--- src/rtl/sor_pkg.sv ---
// Package of the outline rasterizer: widths, codes, control types, constants.
// No dependencies.
`default_nettype none
package sor_pkg;
    localparam int IMAGE_SIZE_DEF  = 256;
    localparam int ANGLE_STEPS_DEF = 629;
    localparam int FW   = 11;           // input field width
    localparam int PW   = 8;            // pixel width
    localparam int QW   = 16;           // Q2.14 trig width
    localparam int FRAC = 14;
    localparam int CRW  = 13;           // coordinate width after add
    localparam int RECT_CNT_W = FW - 1;
    localparam longint COS_STEP_Q30 = 64'sd1073688137;
    localparam longint SIN_STEP_Q30 = 64'sd10737239;
    localparam logic [PW-1:0] PIX_WHITE = 8'd255;
    localparam logic [PW-1:0] PIX_BLACK = 8'd0;

    typedef logic signed [CRW-1:0] t_coord;

    typedef enum logic [1:0] {
        KIND_RECT = 2'd0,
        KIND_ELL  = 2'd1,
        KIND_READ = 2'd2
    } t_kind;

    typedef enum logic [1:0] {
        EDGE_TOP, EDGE_BOT, EDGE_LEFT, EDGE_RIGHT
    } t_edge;

    typedef enum logic [3:0] {
        S_CLEAR, S_IDLE, S_RSTART, S_TOP, S_BOT, S_LEFT, S_RIGHT,
        S_ELL, S_DRAIN, S_READ, S_RDONE
    } t_state;

    typedef struct packed {
        logic  load;
        logic  clr_step;
        logic  cnt_clr;
        logic  rect_step;
        t_edge side;
        logic  ell_step;
        logic  out_load;
    } t_cmd;

    typedef struct packed {
        logic clr_last;
        logic w_neg;
        logic h_neg;
        logic last_w;
        logic last_h;
        logic last_k;
        logic busy;
        logic out_free;
    } t_stat;
endpackage
`default_nettype wire

--- src/rtl/sor_ctrl.sv ---
// Controller of the outline rasterizer: sequences clear, edges, ellipse, read.
// Depends on sor_pkg.
`default_nettype none
module sor_ctrl (
    input  logic           i_clk,
    input  logic           i_rst_n,
    input  logic           i_valid,
    input  logic [1:0]     i_kind,
    output logic           o_ready,
    input  sor_pkg::t_stat i_stat,
    output sor_pkg::t_cmd  o_cmd
);
    import sor_pkg::*;

    t_state r_state, n_state;

    always_ff @(posedge i_clk) begin
        if (!i_rst_n) begin
            r_state <= S_CLEAR;
        end else begin
            r_state <= n_state;
        end
    end

    always_comb begin
        n_state = r_state;
        o_cmd   = '0;
        o_ready = 1'b0;
        unique case (r_state)
            S_CLEAR: begin
                o_cmd.clr_step = 1'b1;
                if (i_stat.clr_last) n_state = S_IDLE;
            end
            S_IDLE: begin
                o_ready = 1'b1;
                if (i_valid) begin
                    o_cmd.load    = 1'b1;
                    o_cmd.cnt_clr = 1'b1;
                    unique case (i_kind)
                        KIND_RECT: n_state = S_RSTART;
                        KIND_ELL:  n_state = S_ELL;
                        KIND_READ: n_state = S_READ;
                        default:   n_state = S_IDLE;
                    endcase
                end
            end
            S_RSTART: begin
                if (!i_stat.w_neg)      n_state = S_TOP;
                else if (!i_stat.h_neg) n_state = S_LEFT;
                else                    n_state = S_IDLE;
            end
            S_TOP: begin
                o_cmd.rect_step = 1'b1;
                o_cmd.side      = EDGE_TOP;
                if (i_stat.last_w) begin
                    o_cmd.cnt_clr = 1'b1;
                    n_state = S_BOT;
                end
            end
            S_BOT: begin
                o_cmd.rect_step = 1'b1;
                o_cmd.side      = EDGE_BOT;
                if (i_stat.last_w) begin
                    o_cmd.cnt_clr = 1'b1;
                    n_state = i_stat.h_neg ? S_IDLE : S_LEFT;
                end
            end
            S_LEFT: begin
                o_cmd.rect_step = 1'b1;
                o_cmd.side      = EDGE_LEFT;
                if (i_stat.last_h) begin
                    o_cmd.cnt_clr = 1'b1;
                    n_state = S_RIGHT;
                end
            end
            S_RIGHT: begin
                o_cmd.rect_step = 1'b1;
                o_cmd.side      = EDGE_RIGHT;
                if (i_stat.last_h) n_state = S_IDLE;
            end
            S_ELL: begin
                o_cmd.ell_step = 1'b1;
                if (i_stat.last_k) n_state = S_DRAIN;
            end
            S_DRAIN: begin
                if (!i_stat.busy) n_state = S_IDLE;
            end
            S_READ: begin
                n_state = S_RDONE;
            end
            S_RDONE: begin
                if (i_stat.out_free) begin
                    o_cmd.out_load = 1'b1;
                    n_state = S_IDLE;
                end
            end
            default: n_state = S_IDLE;
        endcase
    end
endmodule
`default_nettype wire

--- config.mk ---
export PLATFORM = sky130hd
export DESIGN_NAME = sor_ctrl
export DESIGN_NICKNAME = d
export VERILOG_FILES = /design/src/rtl/sor_pkg.sv /design/src/rtl/sor_ctrl.sv
export SDC_FILE = /design/constraint.sdc
export NUM_CORES = 1
export LEC_CHECK = 0
export BUFFER_PORTS_ARGS = -buffer_cell sky130_fd_sc_hd__buf_2
export CAP_MARGIN = 10
export CORE_AREA = 3 3 40 42
export DETAILED_ROUTE_END_ITERATION = 16
export DIE_AREA = 0 0 43 45
export PLACE_DENSITY_LB_ADDON = 0.15
export SYNTH_ARGS = -nofsm -noshare
export SYNTH_HDL_FRONTEND = slang
export SYNTH_SLANG_ARGS = --single-unit
export TNS_END_PERCENT = 100
--- constraint.sdc ---
create_clock -name i_clk -period 1.6 [get_ports i_clk]
set_input_delay 0.32 -clock i_clk [delete_from_list [all_inputs] [get_ports i_clk]]
set_output_delay 0.32 -clock i_clk [all_outputs]
set_load 0.01 [all_outputs]
==> results.sh <==
export IMPL_synth_area_top_cells="dfxtp_1 (14%), nor3b_2 (6.6%), buf_6 (5.9%), nand2_1 (4.6%), a21oi_1 (4.4%)"
export IMPL_grt_pass1_wl_mm=2.45
export IMPL_synth_compound_area_share_pct=24.0
export IMPL_totalWireLength_mm=1.50
export IMPL_worstPathRequired_ns=1.28
export IMPL_synth_xor_area_share_pct=1.53
export IMPL_p_leak_nw=0.341
export IMPL_ys_ff_latch=4
export IMPL_die_y_microns=45
export IMPL_hold_violations=0
export IMPL_io_buffers=21
export IMPL_dieArea_sq_um=1940
export IMPL_crit_path_start_kind="flip-flop"
export IMPL_synth_top_family_by_area="simple AND/OR/NAND/NOR gates"
export IMPL_period_needed_ns=1.59
export IMPL_initial_utilization_pct=44.6
export IMPL_worstPathArrival_ns=1.27
export IMPL_yosys_warnings=0
export IMPL_syn2layout_area_growth_pct=33.4
export IMPL_grt_usage_pct=16.3
export IMPL_cts_buffers=3
export IMPL_finalClockSkew_ns=0.00210
export IMPL_p_clk_share_pct=9.9
export IMPL_intPower_w=0.000696
export IMPL_antenna_found_initial=0
export IMPL_grt_overflow=0
export IMPL_dp_hpwl_mm=1.04
export IMPL_via_per_inst=5.51
export IMPL_nets=114
export IMPL_cts_hold_buffers=0
export IMPL_cts_tree="done"
export IMPL_drt_initial_drc_count=2
export IMPL_status="completed"
export IMPL_ant_nets=0
export IMPL_hold_ws_ns=0.348
export IMPL_slowest_delay_ns=0.37
export IMPL_crit_path_top_delay_cell="dfxtp_4"
export IMPL_synth_top_area_share_pct=14.0
export IMPL_top_regs="r_state x4"
export IMPL_core_sq_um=1280
export IMPL_ctsHtreeMaxLevel=1
export IMPL_switching_share_pct=45.5
export IMPL_power_combinational_fraction_pct=71.0
export IMPL_worstPathMaxFanout=5
export IMPL_grt_start_max_net_pins=16
export IMPL_crit_type="reg -> out"
export IMPL_clkLatencyLatePin_ns=0.24
export IMPL_die_x_microns=43
export IMPL_synthSimpleGateAreaFrac_pct=40.2
export IMPL_dp_cells=108
export IMPL_worst_pin_slew_ns=0.233
export IMPL_ys_seq_area_share_pct=14.0
export IMPL_cts_sinks=4
export IMPL_first_pass_iters=4
export IMPL_p_seq_share_pct=19.1
export IMPL_syn_area_per_cell_sq_um=7.54
export IMPL_layout_commonest_cell="buf_2"
export IMPL_relSlewSlack_pct=84.3
export IMPL_rsz0062_at_grt="yes"
export IMPL_drv_cap=0
export IMPL_syn_area_sq_um=573
export IMPL_rows=13
export IMPL_power_w=0.00128
export IMPL_syn_inst=76
export IMPL_final_cells=114
export IMPL_root_buffer="clkbuf_4"
export IMPL_synth_largest_area_cell="dfxtp_1"
export IMPL_gp_congestion=0.814
export IMPL_synth_fp_nets=89
export IMPL_clkTransAtPathRegs_ns=0.04
export IMPL_drive_gt1_share_pct=52.5
export IMPL_ir_worst_vdd_mv=0.669
export IMPL_vias=628
export IMPL_finalCritPeriodShare_pct=99.4
export IMPL_yosysUniqueCellTypes=39
export IMPL_first_global_vias=573
export IMPL_largest_reg_flops=4
export IMPL_wire_per_inst_microns=13.1
export IMPL_setup_violations=0
export IMPL_maxSlewViolCount=0
export IMPL_ios=22
export IMPL_worst_setup_path_end_kind="primary output"
export IMPL_yosys_area_share_adder_pct=0
export IMPL_muxShareOfSynthArea_pct=5.46
export IMPL_fmax_ghz=0.629
export IMPL_hp_class="in -> reg"
export IMPL_critical_path_cell_chain="mux2_4 > nand2_2 > o21ai_2 > nand2_1 > a21oi_2 > buf_2"
export IMPL_layout_common_cells="buf_2 (21), nand2_1 (6), nor2_1 (5), buf_4 (5), a21oi_1 (4)"
export IMPL_clock_path_buffers=2
export IMPL_switchingPower_w=0.000580
export IMPL_drcViolationCount=0
export IMPL_antennaDiodeCount=0
export IMPL_regMostFlops="r_state"
export IMPL_p_per_area_nw_per_um2=1670
[critical path: cells and delay by family, from the launching register on]
family	cells	cell delay [ns]
AO/OA/AOI/OAI	2	0.10
multiplexers	1	0.30
AND/OR/NAND/NOR	2	0.13
buffers and inverters	1	0.13
flip-flops	1	0.37
[metrics by stage]
stage          TNS [ns]  util (%)  worst slack (ns)  cell area, sq um
2_1_floorplan         0         -            0.0573               573
3_3_place_gp          0      51.7           0.00909               664
3_5_place_dp    -0.0610      51.7           -0.0477               664
4_1_cts               0      56.7           0.00153               728
5_1_grt          -0.115      59.5           -0.0750               764
6_report              0      59.5            0.0100               764
[final timing paths]
| kind | slack [ns] | to | depth (start not counted) | startpoint |
|---|---|---|---|---|
| min | 0.35 | r_state[2] | 3 | i_rst_n |
| min reg2reg | 0.69 | r_state[0] | 2 | r_state[0] |
| max | 0.01 | o_cmd[5] | 6 | r_state[0] |
| max reg2reg | 0.12 | r_state[3] | 6 | r_state[0] |
[layout make-up]
class	count	area [sq um]
inverter	4	15.0
sequential	4	92.6
tap	15	18.8
fill	127	520
clock buffer	3	22.5
timing repair buffer	29	180
multi-input combinational	59	435
[power by group through the flow]
| stage | combinational, W | sequential, W | clock [W] |
|---|---|---|---|
| 6_report | 0.000906 | 0.000244 | 0.000126 |
| 5_1_grt | 0.000999 | 0.000256 | 0.000135 |
| 4_1_cts | 0.000834 | 0.000232 | 0.000132 |
| 3_5_place_dp | 0.000741 | 0.000230 | 0 |
| 3_3_place_gp | 0.000734 | 0.000230 | 0 |
| 2_1_floorplan | 0.000692 | 0.000150 | 0 |
[kinds of logic after synthesis]
logic type / Yosys count
flip-flops: 4
XOR/XNOR: 1
buffers and inverters: 13
AO/OA/AOI/OAI: 20
AND/OR/NAND/NOR: 35
multiplexers: 3
[synth_stat cells]
cell type  n
xor2_1     1
nand3b_1   1
nand4b_1   1
nor3b_2    3
inv_2      1
nor3_2     1
nor2_1     5
nand2_1    7
and2_1     1
nand3_1    1
mux2_1     1
a211oi_1   1
o211a_1    1
clkbuf_1   1
nor2b_1    3
buf_4      3
nor4b_2    1
nor4_1     2
a21oi_1    5
dfxtp_1    4
and3_1     1
o2111ai_2  1
nor3b_1    1
mux2i_1    2
o211ai_1   1
o21ai_0    3
nand2b_1   2
a211oi_2   1
o21ai_1    4
and4_1     1
inv_1      3
a32oi_1    1
buf_6      3
and4bb_1   1
buf_2      2
a31oi_1    1
nor2_2     1
nor3_1     2
o32a_1     1
[per-layer routing]
layer / up-vias / global-route usage [%] / wire, microns
met5: - / 0 / 0
met4: 0 / 6.63 / 30
met3: 4 / 3.19 / 58
met2: 15 / 28.4 / 751
met1: 284 / 19.7 / 658
li1: 325 / - / -
[what timing repair did]
item,in CTS,in global routing
setup buffers,3,0
pin swaps,1,5
gates resized for setup,8,11
endpoints found under the setup margin,10,8
No activity file was read; power rests on OpenSTA's default activity.
